[src/hdl/hfcd_pkg.sv]
// Shared widths, handoff structs and controller states for the half-frame cosine DFT.
package hfcd_pkg;

   localparam int SAMPLE_W = 16;   // audio sample width
   localparam int COEF_W   = 17;   // Q15 cosine, holds +1.0 exactly
   localparam int PROD_W   = SAMPLE_W + COEF_W;
   localparam int ACC_W    = 38;   // 32 products of magnitude up to 2^30, plus sign
   localparam int MAG_W    = 21;   // |acc| >> 15
   localparam int MAG_LSB  = 15;
   localparam int BIN_W    = 6;

   // one sample walking down the cell row
   typedef struct packed {
      logic                       valid;
      logic signed [SAMPLE_W-1:0] sample;
   } sample_beat_type;

   // commands broadcast from the controller to every cell
   typedef struct packed {
      logic load;     // latch magnitudes, clear accumulators and phases
      logic rotate;   // shift magnitude ring one cell toward the output
   } cell_cmd_type;

   typedef enum logic [1:0] {
      ST_FILL,
      ST_SETTLE,
      ST_LOAD,
      ST_SEND
   } ctrl_state_type;

endpackage

[src/hdl/hfcd_cell.sv]
// One bin cell: cosine table, phase walker, multiply-accumulate and a slot of the magnitude ring.
module hfcd_cell #(
   parameter int FRAME_SIZE = 64,
   parameter int BIN        = 0
) (
   input  logic                          clock,
   input  logic                          reset,
   input  hfcd_pkg::cell_cmd_type        cmd,
   input  hfcd_pkg::sample_beat_type     beat_prev,
   output hfcd_pkg::sample_beat_type     beat,
   input  logic [hfcd_pkg::MAG_W-1:0]    nbr_mag,
   output logic [hfcd_pkg::MAG_W-1:0]    mag
);

   localparam int PH_W = $clog2(FRAME_SIZE);
   localparam logic [PH_W:0] STEP = (PH_W + 1)'(BIN);
   localparam logic [PH_W:0] WRAP = (PH_W + 1)'(FRAME_SIZE);
   localparam logic [63:0] Q30_ONE     = 64'd1073741824;
   localparam logic [63:0] HALF_PI_Q30 = 64'd1686629713;

   // two Q30 multiplies by x, truncating after each
   function automatic logic [63:0] sq_step(input logic [63:0] t, input logic [63:0] x);
      logic [63:0] p;
      p = (t * x) >> 30;
      return (p * x) >> 30;
   endfunction

   // Q15 cosine of 2*pi*a/FRAME_SIZE, quadrant-folded Taylor series in Q30
   function automatic logic signed [hfcd_pkg::COEF_W-1:0] cos_entry(input int a);
      logic [63:0]        q;
      logic [63:0]        quad;
      logic [63:0]        r;
      logic [63:0]        x;
      logic [63:0]        term;
      logic [63:0]        rnd;
      logic signed [63:0] sum;
      logic               want_sin;
      logic signed [hfcd_pkg::COEF_W-1:0] c;
      q        = 64'(a) * 64'd4;
      quad     = (q / FRAME_SIZE) & 64'd3;
      r        = q % FRAME_SIZE;
      x        = (r * HALF_PI_Q30) / FRAME_SIZE;
      want_sin = quad[0];
      term     = want_sin ? x : Q30_ONE;
      sum      = $signed(term);
      term = sq_step(term, x);
      term = want_sin ? term / 64'd6 : term / 64'd2;
      sum  = sum - $signed(term);
      term = sq_step(term, x);
      term = want_sin ? term / 64'd20 : term / 64'd12;
      sum  = sum + $signed(term);
      term = sq_step(term, x);
      term = want_sin ? term / 64'd42 : term / 64'd30;
      sum  = sum - $signed(term);
      term = sq_step(term, x);
      term = want_sin ? term / 64'd72 : term / 64'd56;
      sum  = sum + $signed(term);
      term = sq_step(term, x);
      term = want_sin ? term / 64'd110 : term / 64'd90;
      sum  = sum - $signed(term);
      term = sq_step(term, x);
      term = want_sin ? term / 64'd156 : term / 64'd132;
      sum  = sum + $signed(term);
      term = sq_step(term, x);
      term = want_sin ? term / 64'd210 : term / 64'd182;
      sum  = sum - $signed(term);
      if (sum < 0) begin
         sum = '0;
      end
      rnd = ($unsigned(sum) + 64'd16384) >> 15;
      c   = $signed(rnd[hfcd_pkg::COEF_W-1:0]);
      return (quad == 64'd1 || quad == 64'd2) ? -c : c;
   endfunction

   logic signed [hfcd_pkg::COEF_W-1:0] rom [FRAME_SIZE];

   for (genvar a = 0; a < FRAME_SIZE; a++) begin : g_rom
      assign rom[a] = cos_entry(a);
   end

   logic [PH_W-1:0]                      phase_ff, phase_in;
   logic [PH_W:0]                        phase_sum;
   logic signed [hfcd_pkg::PROD_W-1:0]   prod_ff, prod_in;
   logic                                 prod_v_ff;
   logic signed [hfcd_pkg::ACC_W-1:0]    acc_ff, acc_in;
   logic [hfcd_pkg::ACC_W-1:0]           acc_abs;
   logic [hfcd_pkg::MAG_W-1:0]           mag_ff, mag_in;
   hfcd_pkg::sample_beat_type            beat_ff;

   // phase = t*BIN mod FRAME_SIZE for the sample now in this cell
   always_comb begin
      phase_sum = {1'b0, phase_ff} + STEP;
      if (cmd.load) begin
         phase_in = '0;
      end else if (beat_prev.valid) begin
         phase_in = (phase_sum >= WRAP) ? PH_W'(phase_sum - WRAP) : PH_W'(phase_sum);
      end else begin
         phase_in = phase_ff;
      end
   end

   assign prod_in = beat_prev.sample * rom[phase_ff];

   always_comb begin
      if (cmd.load) begin
         acc_in = '0;
      end else if (prod_v_ff) begin
         acc_in = acc_ff + hfcd_pkg::ACC_W'(prod_ff);
      end else begin
         acc_in = acc_ff;
      end
   end

   assign acc_abs = acc_ff[hfcd_pkg::ACC_W-1] ? $unsigned(-acc_ff) : $unsigned(acc_ff);

   always_comb begin
      if (cmd.load) begin
         mag_in = acc_abs[hfcd_pkg::MAG_LSB +: hfcd_pkg::MAG_W];
      end else if (cmd.rotate) begin
         mag_in = nbr_mag;
      end else begin
         mag_in = mag_ff;
      end
   end

   always_ff @(posedge clock) begin
      if (reset) begin
         phase_ff      <= '0;
         prod_v_ff     <= 1'b0;
         acc_ff        <= '0;
         beat_ff.valid <= 1'b0;
      end else begin
         phase_ff      <= phase_in;
         prod_v_ff     <= beat_prev.valid;
         acc_ff        <= acc_in;
         beat_ff.valid <= beat_prev.valid;
      end
      prod_ff        <= prod_in;
      beat_ff.sample <= beat_prev.sample;
      mag_ff         <= mag_in;
   end

   assign beat = beat_ff;
   assign mag  = mag_ff;

endmodule

[config.mk]
export PLATFORM = sky130hd
export DESIGN_NAME = hfcd_cell
export DESIGN_NICKNAME = d
export VERILOG_FILES = /design/src/hdl/hfcd_pkg.sv /design/src/hdl/hfcd_cell.sv
export SDC_FILE = /design/constraint.sdc
export NUM_CORES = 1
export LEC_CHECK = 0
export BUFFER_PORTS_ARGS = -buffer_cell sky130_fd_sc_hd__buf_2
export CAP_MARGIN = 20
export CORE_AREA = 5 5 140 109
export DETAILED_ROUTE_END_ITERATION = 10
export DIE_AREA = 0 0 145 114
export PLACE_DENSITY = 0.64
export SKIP_LAST_GASP = 1
export SYNTH_ARGS = -nofsm -noshare
export SYNTH_HDL_FRONTEND = slang
export SYNTH_SLANG_ARGS = --single-unit
[constraint.sdc]
create_clock -name clock -period 3 [get_ports clock]
set_input_delay 0 -clock clock [delete_from_list [all_inputs] [get_ports clock]]
set_output_delay 0 -clock clock [all_outputs]
set_load 0.1 [all_outputs]
==> impl_metrics.csv <==
group,metric,value,unit
floorplan,coreArea,0.01393,mm²
cts,htree_levels,3,
route,wl_met2,5773,µm
synth,syn_area_per_cell,9.430,µm²
synth,syn_area,0.005375,mm²
final_layout,syn_to_final_growth,25.12,%
final_layout,instances_no_fill,879,
synth,synthArstFlopShare,0,%
placed_design,gp_congestion,0.8740,
job,max_cap_viol_count,0,
setup_path,cp-startpoint,"beat_prev[14]",
sta,max_freq,0.3484,GHz
placed_design,place_area,0.006041,mm²
synth,synth.distinct_cells,53,
power_and_ir_drop,cellPowerDensity,551.1,mW/mm²
power_and_ir_drop,p_leak,3.194,nW
synth,ys_warn_count,0,
placed_design,portBuffers,79,
route,routed_wl,12140,µm
global_route,antenna_found_initial,0,
global_route,grt_pass1_vias,4451,
floorplan,initial_core_util,38.58,%
global_route,grt_pass1_wl,20340,µm
floorplan,rows,38,
cts,cts.path.max_buffers,2,
global_route,track_usage,14.86,%
synth,ys_ff_latch,79,
cts,cts_tree,"done",
setup_path,arrival,3090,ps
cts,cts_root_buffer,"clkbuf_16",
setup_path,crit_path_max_fanout,3,
synth,synth-seq-area-share,33.33,%
sta,final_max_slew_viol_count,0,
route,dr.pass1.iters,5,
route,wl_met3,510,µm
hold_path,hold_path.class,"input port to register",
global_route,grt.overflow.total,0,
sta,setup_viol,0,
synth,ys.flop_type,"dfxtp_1",
synth,synth_edf_count,21,
synth,yosys.area.top_type_share,21.60,%
final_layout,nFillCells,1324,
setup_path,worstSetupEndpoint,"prod_ff[31]$_DFF_P_",
cts,tritoncts.num_buffers,9,
setup_path,regToRegStartpoint,"acc_ff[17]$_SDFFE_PP0P_",
setup_path,required,3220,ps
sta,fin_crit,2870,ps
sta,setup_tns,0,ps
floorplan,fp.dieArea,0.01653,mm²
floorplan,ios,80,
floorplan,die_y,114,µm
route,drt_iter0_drc,183,
sta,finalCritPeriodShare,95.67,%
final_layout,fin_util,48.28,%
global_route,grt_start_max_net_pins,26,
sta,slew_headroom,64.36,%
route,drc,0,
placed_design,dp_cells,827,
setup_path,timing.rr.end,"acc_ff[37]$_SDFFE_PP0P_",
sta,skew,8.583,ps
setup_path,critPathLaunchType,"input port",
synth,yosysMostFrequentCell,"ha_1",
sta,rsz0062_at_grt,"yes",
synth,synth_largest_area_cell,"dfxtp_1",
route,postRouteAntennaNets,0,
setup_path,rr_worst_depth,8,
synth,synth.top_cells.by_count,"ha_1, dfxtp_1, a21oi_1, nor2_1, nand2_1",
synth,syn-num-nets,704,
placed_design,hpwl,9479,µm
cts,cts_setup_buffers,0,
cts,clk_pin_slew,60,ps
cts,clk_latency,350,ps
power_and_ir_drop,vdd_drop_max,0.0003418,V
floorplan,fp.dieW,145,µm
route,wl_met1,5719,µm
final_layout,n_antenna_cell,0,
setup_path,crit_type,"input port to register",
outcome,status,"finished with violations",
setup_path,rrSetupSlack,330,ps
sta,worst_pin_slew,534.6,ps
final_layout,drive_above_1_share,18.60,%
route,vias,4517,
outcome,violations,"negative hold slack",
setup_path,endpoint_kind,"register",
final_layout,stdcell_area,0.006725,mm²
synth,synthTopCellsByArea,"dfxtp_1, ha_1, edfxtp_1",
sta,whs,-4.251,ps
route,vias_per_cell,5.139,
final_layout,nNetsFinal,828,
synth,synthCells,570,
route,drt-wirelength-per-cell,13.81,µm
sta,hold_viol_final,1,
route,dr.max_layer_used,"met4",
cts,clock_sinks,79,
==> cell usage in the layout, fill, tap and decap left out, drive strengths merged, types with 13 or more instances in the layout <==
| cell | count |
|---|---|
| o21ai | 32 |
| dfxtp | 58 |
| dlygate4sd3 | 36 |
| clkbuf | 13 |
| xnor2 | 21 |
| nor2 | 47 |
| buf | 94 |
| mux2i | 13 |
| a21o | 15 |
| xor2 | 30 |
| edfxtp | 21 |
| nand2 | 39 |
| a21oi | 49 |
| ha | 89 |
| inv | 23 |
| nand3 | 13 |
==> report_power, final <==
part	switching, mW	internal [mW]	leakage (nW)
logic	0.843	0.457	2.35
registers	0.0626	1.23	0.704
clock network	0.429	0.688	0.143
==> kinds of logic after synthesis <==
group | after synthesis | share of synthesized area [%]
xor+xnor | 51 | 8.310
flops | 79 | 33.33
compound gates | 140 | 16.43
buf+inv | 40 | 2.863
mux | 21 | 4.097
simple gates | 147 | 13.13
fa+ha+maj | 92 | 21.83
==> area by class of cell <==
type	instances	area, µm²	share of cell area, %
multi-input cells	451	3452	51.33
flip-flops and latches	79	1792	26.64
repair buffers	130	868.3	12.91
clock buffers	13	260.3	3.870
well taps	180	225.2	3.349
inverters	23	86.33	1.284
clock inverters	3	41.29	0.6140
==> flip-flops by register name, summed over array words and instances (netlist names) <==
register and flops:
mag 21, acc_ff 23, beat 17, prod_ff 18
==> how the worst min path moves through the flow <==
stage	depth (start not counted)	from	to	slack, ps
final	3	nbr_mag[14]	mag[14]$_DFFE_PP_	-4
after global routing	3	nbr_mag[6]	mag[6]$_DFFE_PP_	40
after CTS	3	nbr_mag[14]	mag[14]$_DFFE_PP_	6
after detailed placement	1	beat_prev[6]	beat[6]$_DFF_P_	120
after global placement	1	beat_prev[8]	beat[8]$_DFF_P_	120
after floorplan	0	beat_prev[0]	beat[0]$_DFF_P_	30
==> what timing repair did <==
item,4_1_cts,5_1_grt
endpoints found under the hold margin,35,0
gates resized for setup,0,7
hold buffers,36,0
setup endpoints to repair,0,2
==> routing by layer <==
metal  up-vias  track usage (%)
met4         0            3.513
met1      2115            19.05
met3        11            4.170
met2        77            24.97
met5         -                0
li1       2314                -
==> critical path, stage by stage <==
cell,delay [ps]
dlygate4sd3_1,520
buf_2,130
inv_1,60
fa_1,580
nor2_2,60
ha_1,270
ha_1,300
ha_1,300
buf_4,120
nand3_1,100
nor2_1,220
nor3_1,70
a2111oi_1,360
==> per-stage QoR <==
step	worst slack (ps)	power, mW	hold WS [ps]
finish	129.9	3.706	-4.251
floorplan	370.3	2.302	27.72
CTS	90.06	3.747	5.644
global route	-2.582	3.927	38.94
global placement	88.62	2.554	122.8
detailed placement	-70.99	2.571	124.7
(Power assumes the default switching activity.)
