## config.mk

```make
export PLATFORM = sky130hd
export DESIGN_NAME = hfcd_ctrl
export DESIGN_NICKNAME = d
export VERILOG_FILES = /design/src/hdl/hfcd_pkg.sv /design/src/hdl/hfcd_ctrl.sv
export SDC_FILE = /design/constraint.sdc
export NUM_CORES = 1
export LEC_CHECK = 0
export BUFFER_PORTS_ARGS = -buffer_cell sky130_fd_sc_hd__buf_2
export CAP_MARGIN = 10
export CORE_UTILIZATION = 55
export DETAILED_ROUTE_END_ITERATION = 16
export PLACE_DENSITY = 0.8
export SYNTH_ARGS = -nofsm -noshare
export SYNTH_HDL_FRONTEND = slang
export SYNTH_SLANG_ARGS = --single-unit
```

## constraint.sdc

```tcl
create_clock -name clock -period 2.55 [get_ports clock]
set_clock_uncertainty 0.15 [all_clocks]
set_input_delay 0 -clock clock [delete_from_list [all_inputs] [get_ports clock]]
set_output_delay 0 -clock clock [all_outputs]
set_load 0.05 [all_outputs]
```

## src/hdl/hfcd_pkg.sv

```systemverilog
// Shared widths, handoff structs and controller states for the half-frame cosine DFT.
package hfcd_pkg;

   localparam int SAMPLE_W = 16;   // audio sample width
   localparam int COEF_W   = 17;   // Q15 cosine, holds +1.0 exactly
   localparam int PROD_W   = SAMPLE_W + COEF_W;
   localparam int ACC_W    = 38;   // 32 products of magnitude up to 2^30, plus sign
   localparam int MAG_W    = 21;   // |acc| >> 15
   localparam int MAG_LSB  = 15;
   localparam int BIN_W    = 6;

   // one sample walking down the cell row
   typedef struct packed {
      logic                       valid;
      logic signed [SAMPLE_W-1:0] sample;
   } sample_beat_type;

   // commands broadcast from the controller to every cell
   typedef struct packed {
      logic load;     // latch magnitudes, clear accumulators and phases
      logic rotate;   // shift magnitude ring one cell toward the output
   } cell_cmd_type;

   typedef enum logic [1:0] {
      ST_FILL,
      ST_SETTLE,
      ST_LOAD,
      ST_SEND
   } ctrl_state_type;

endpackage

```

## src/hdl/hfcd_ctrl.sv

```systemverilog
// Frame controller: fill counter, result counter, bin numbering and cell commands.
module hfcd_ctrl #(
   parameter int FRAME_SIZE = 64
) (
   input  logic                          clock,
   input  logic                          reset,
   input  logic                          req_tvalid,
   output logic                          req_tready,
   output logic                          store_en,
   output logic                          rsp_tvalid,
   input  logic                          rsp_tready,
   output logic [hfcd_pkg::BIN_W-1:0]    bin_index,
   output logic                          frame_end,
   output hfcd_pkg::cell_cmd_type        cmd
);

   localparam int HALF  = FRAME_SIZE / 2;
   localparam int CNT_W = $clog2(FRAME_SIZE);
   localparam logic [CNT_W-1:0] HALF_CNT  = CNT_W'(HALF);
   localparam logic [CNT_W-1:0] LAST_FILL = CNT_W'(FRAME_SIZE - 1);
   localparam logic [CNT_W-1:0] LAST_OUT  = CNT_W'(2 * HALF - 1);
   localparam logic [CNT_W:0]   MIRROR    = (CNT_W + 1)'(FRAME_SIZE - 1 + HALF);

   hfcd_pkg::ctrl_state_type state_ff, state_in;
   logic [CNT_W-1:0]         fill_ff, fill_in;
   logic [CNT_W-1:0]         out_cnt_ff, out_cnt_in;
   logic [CNT_W:0]           bin_wide;
   logic                     req_xfer;
   logic                     rsp_xfer;

   assign req_xfer = req_tvalid && req_tready;
   assign rsp_xfer = rsp_tvalid && rsp_tready;

   always_comb begin
      state_in = state_ff;
      unique case (state_ff)
         hfcd_pkg::ST_FILL: begin
            if (req_xfer && fill_ff == LAST_FILL) begin
               state_in = hfcd_pkg::ST_SETTLE;
            end
         end
         hfcd_pkg::ST_SETTLE: begin
            state_in = hfcd_pkg::ST_LOAD;
         end
         hfcd_pkg::ST_LOAD: begin
            state_in = hfcd_pkg::ST_SEND;
         end
         hfcd_pkg::ST_SEND: begin
            if (rsp_xfer && out_cnt_ff == LAST_OUT) begin
               state_in = hfcd_pkg::ST_FILL;
            end
         end
         default: begin
            state_in = hfcd_pkg::ST_FILL;
         end
      endcase
   end

   always_comb begin
      req_tready = 1'b0;
      rsp_tvalid = 1'b0;
      cmd.load   = 1'b0;
      unique case (state_ff)
         hfcd_pkg::ST_FILL:   req_tready = 1'b1;
         hfcd_pkg::ST_SETTLE: ;
         hfcd_pkg::ST_LOAD:   cmd.load   = 1'b1;
         hfcd_pkg::ST_SEND:   rsp_tvalid = 1'b1;
         default: ;
      endcase
      cmd.rotate = rsp_xfer;
   end

   assign store_en = req_xfer && (fill_ff < HALF_CNT);

   always_comb begin
      fill_in = fill_ff;
      if (req_xfer) begin
         fill_in = (fill_ff == LAST_FILL) ? '0 : fill_ff + 1'b1;
      end
      out_cnt_in = out_cnt_ff;
      if (cmd.load) begin
         out_cnt_in = '0;
      end else if (rsp_xfer) begin
         out_cnt_in = out_cnt_ff + 1'b1;
      end
   end

   // first pass numbers bins 0..H-1, second pass mirrors them from the top
   assign bin_wide  = (out_cnt_ff < HALF_CNT) ? {1'b0, out_cnt_ff} : MIRROR - {1'b0, out_cnt_ff};
   assign bin_index = hfcd_pkg::BIN_W'(bin_wide);
   assign frame_end = (out_cnt_ff == LAST_OUT);

   always_ff @(posedge clock) begin
      if (reset) begin
         state_ff   <= hfcd_pkg::ST_FILL;
         fill_ff    <= '0;
         out_cnt_ff <= '0;
      end else begin
         state_ff   <= state_in;
         fill_ff    <= fill_in;
         out_cnt_ff <= out_cnt_in;
      end
   end

   a_cmd_excl: assert property (@(posedge clock) disable iff (reset)
      !(cmd.load && cmd.rotate))
      else $error("load and rotate in the same cycle");

   a_frame_close: assert property (@(posedge clock) disable iff (reset)
      (req_xfer && fill_ff == LAST_FILL) |=> !req_tready ##1 cmd.load)
      else $error("final item did not lead to a load");

   a_load_start: assert property (@(posedge clock) disable iff (reset)
      cmd.load |=> (rsp_tvalid && out_cnt_ff == '0))
      else $error("result burst did not start at count zero");

   a_burst_end: assert property (@(posedge clock) disable iff (reset)
      (rsp_xfer && frame_end) |=> (req_tready && !rsp_tvalid && fill_ff == '0))
      else $error("frame did not return to fill after last result");

endmodule

```

==> summary.md <==
| Metric | Value |
|---|---|
| Share of Yosys cell area claimed by the top area cell type | `0.370` |
| Xor and xnor area share after synthesis | `0.162` |
| Violation count after the first detailed-route iteration | `3` |
| Initial Utilization | `0.590` |
| Main flop type after synthesis | `dfxtp_1` |
| Status | `finished clean` |
| Synthesized-area fraction occupied by adder cells | `0.0990` |
| Sw power | `158 uW` |
| Max Slew Vio Count | `0` |
| Avg Synthesized Cell Area | `9.03 sq um` |
| Total of flip-flops plus latches after synthesis | `14` |
| Synthesized-area fraction occupied by and/or/nand/nor cells | `0.210` |
| Clock input transition at the sequential cells of the worst setup and hold paths | `0.07 ns` |
| Sequential cell area fraction in the yosys report | `0.370` |
| Maximum fanout along the worst path | `6` |
| Setup TNS | `0 ns` |
| Congestion Overflow GR | `0` |
| Post-Syn Area | `approximately 760 sq um` |
| Top cells by instance count after synthesis | `dfxtp_1 (14), nor2_1 (13), xor2_1 (12)` |
| Reg2reg path depth | `7` |
| Kind of critical path | `register to register` |
| Largest net degree at the start of global routing | `8` |
| Crit start category | `register` |
| Synthesized netlist cell count | `84` |
| Layout cell share with drive strength beyond 1 | `0.242` |
| Final Hold Fails | `0` |
| Dominant cell type by area after synthesis | `dfxtp_1` |
| Count of H-tree levels built during CTS | `1` |
| Number of rows created at floorplan | `13` |
| Final Critical Period | `2.11 ns` |
| Number of synthesis warnings | `0` |
| FFs w/ async S/R, synth | `0` |
| Actual transition at the worst max-transition pin | `0.319 ns` |
| Worst slack after detailed placement | `0.995 ns` |
| Worst IR drop on VDD | `0.000372 V` |
| DRC viols | `0` |
| Routed via count | `589` |
| Slack of the critical path | `0.444 ns` |
| Antenna fix cells | `0` |
| Switching power share of the total | `0.320` |
| Via count of the first global-routing pass | `484` |
| Area Growth Syn to Fin | `15.0%` |
| Total setup buffers inserted after CTS | `0` |
| Setup crit end kind | `register` |
| Most repeated cell in the gate-level netlist after synthesis | `dfxtp_1` |
| Critical path data arrival time | `roughly 2.2 ns` |
| R2R Setup Slk | `approximately 0.44 ns` |
| Unrepaired setup endpoints after global routing | `false` |
| Startpoint of the worst register-to-register path | `state_ff[0]` |
| Standard cell core area | `0.00128 sq mm` |
| Combinational cell fraction of total power | `0.265` |
| Setup violation total in the final timing report | `0` |
| Cell area power density | `about 570 mW/mm^2` |
| Die Width | `39.1 microns` |
| Clock insertion delay at the later pin of the skew report | `0.27 ns` |
| Area of the die | `0.00153 sq mm` |
| Mean number of vias per cell | `5.17` |
| GRT Util Overall | `0.200` |
| Number of port buffers | `15` |
| Final cycle utilization of the critical path | `0.826` |
| Count of clock tree sinks | `14` |
| Worst Setup EP | `state_ff[0]` |
| Dominant combinational cell family by area after synthesis | `simple AND/OR/NAND/NOR gates` |
| IO Count | `16` |
| Tightest slew margin relative to the limit | `0.787` |
| Final net count | `111` |
| Class of the tightest hold or removal check | `input port to register` |
| Global placer's final weighted congestion | `0.739` |
| Terminus of the critical flop-to-flop path | `state_ff[0]` |
| Resized cells post-CTS | `0` |
| Die Height | `39.1 microns` |
| TritonCTS Buffers | `3` |
| # placed instances | `around 110` |
| Clock tree from TritonCTS | `done` |
| Number of detailed-route iterations in the first pass | `2` |
| Quantity of hold-fixing buffers added after cts | `3` |
| Final ANT Viol Nets | `0` |
| Clk pwr share | `0.241` |
| Distinct cell type count of the synthesized netlist | `24` |
| EDFF count, synth | `0` |
| Post-Syn Nets | `94` |
| Half-perimeter wire length after placement | `947 microns` |
| Mux contribution to synthesized area | `0.0132` |
| Total wire length after detailed routing | `1.23 mm` |
| Compound-gate portion of the synthesized area | `0.0941` |
| Global-route wire length before repair | `1.93 mm` |
| Post-route insts no fill | `114` |
| Area contributors post-synth | `dfxtp_1 (37%), xor2_1 (14%), ha_1 (9.9%), nor2_1 (6.4%), nand4_1 (4.1%)` |
| Max Fclk | `around 0.47 GHz` |
| Number of maximum-capacitance violations | `0` |
| Smallest hold slack | `~0.013 ns` |
| Part of the power in registers | `0.493` |
| CP Launch Point | `state_ff[0]` |
| Number of antenna violations at the first check in global routing | `0` |
| Post-detailed-route wirelength per cell | `roughly 11 microns` |
| Data required time at the worst endpoint | `roughly 2.6 ns` |
| Clock tree root driver cell | `clkbuf_4` |
| Leak Pwr | `0.424 nW` |
| Maximum root-to-sink buffer count | `2` |
| Internal power | `roughly 340 uW` |
registers in the layout, summed over array words and instances, names as in the netlist:
signal      count
out_cnt_ff      6
fill_ff         6
state_ff        2
metal layers:
| metal | GRT usage | part of all wire | vias to the layer above |
|---|---|---|---|
| li1 | - | - | 309 |
| met4 | 0.112 | 0.0097 | 0 |
| met2 | 0.325 | 0.49 | 13 |
| met3 | 0.0867 | 0.036 | 2 |
| met1 | 0.212 | 0.46 | 265 |
| met5 | 0 | 0 | - |
power groups by stage:
stage | registers [mW] | clock network [mW] | logic [mW]
2_1_floorplan | 0.246 | 0 | 0.104
3_3_place_gp | 0.247 | 0 | 0.120
3_5_place_dp | 0.249 | 0 | 0.122
4_1_cts | 0.244 | 0.128 | 0.132
5_1_grt | 0.246 | 0.141 | 0.144
6_report | 0.243 | 0.119 | 0.131
critical path, stage by stage, from the launching register on:
cell,delay (ns)
dfxtp_1,0.34
inv_1,0.08
ha_1,0.26
nand4_1,0.17
o21ai_2,0.22
a21oi_2,0.08
a211oi_2,0.18
dlygate4sd3_1,0.57
through the flow:
step	power [mW]	cell area, sq um	util
6_report	0.493	872	0.679
5_1_grt	0.530	872	0.679
2_1_floorplan	0.350	758	-
4_1_cts	0.503	872	0.679
3_3_place_gp	0.368	820	0.638
3_5_place_dp	0.371	820	0.638
cells in the final DEF, fill, tap and decap left out, drive strengths merged:
master,Yosys,final
and3,2,2
or2,1,1
clkbuf,2,3
xnor2,2,2
o21bai,1,1
a211oi,1,1
mux2i,1,1
a21o,1,1
buf,4,15
xor2,12,12
and2,2,2
ha,6,6
dlygate4sd3,0,3
nand3,2,2
inv,2,2
nand2,7,7
nor2,13,13
a21bo,1,1
and4,1,1
a21oi,3,3
dfxtp,14,14
o21ai,1,1
nand4,5,5
final cells by class:
class | instances | area [sq um]
Clock buffer | 3 | 22.5
Inverter | 2 | 7.51
Tap cell | 15 | 18.8
Sequential cell | 14 | 280
Fill cell | 108 | 413
Multi-Input combinational cell | 62 | 438
Timing Repair Buffer | 18 | 105
how the worst min path moves through the flow:
stage / slack, ns / cells past startpoint / end / from
after floorplan: -0.09 / 1 / state_ff[0] / reset
after CTS: 0.002 / 4 / state_ff[1] / rsp_tready
after detailed placement: 0.11 / 2 / state_ff[0] / reset
after global routing: 0.04 / 4 / state_ff[1] / rsp_tready
final: 0.01 / 4 / state_ff[1] / rsp_tready
after global placement: 0.10 / 2 / state_ff[0] / reset
cell families (layout without fill, tap and decap cells):
kind of cell / Yosys count / after routing
xor gates and xnor gates: 14 / 14
adders and majority gates: 6 / 6
and+or+nand+nor: 33 / 33
buffers and inverters: 8 / 23
DFF: 14 / 14
muxes: 1 / 1
AOI/OAI and AO/OA: 8 / 8
Power figures use the tool's default switching activity.
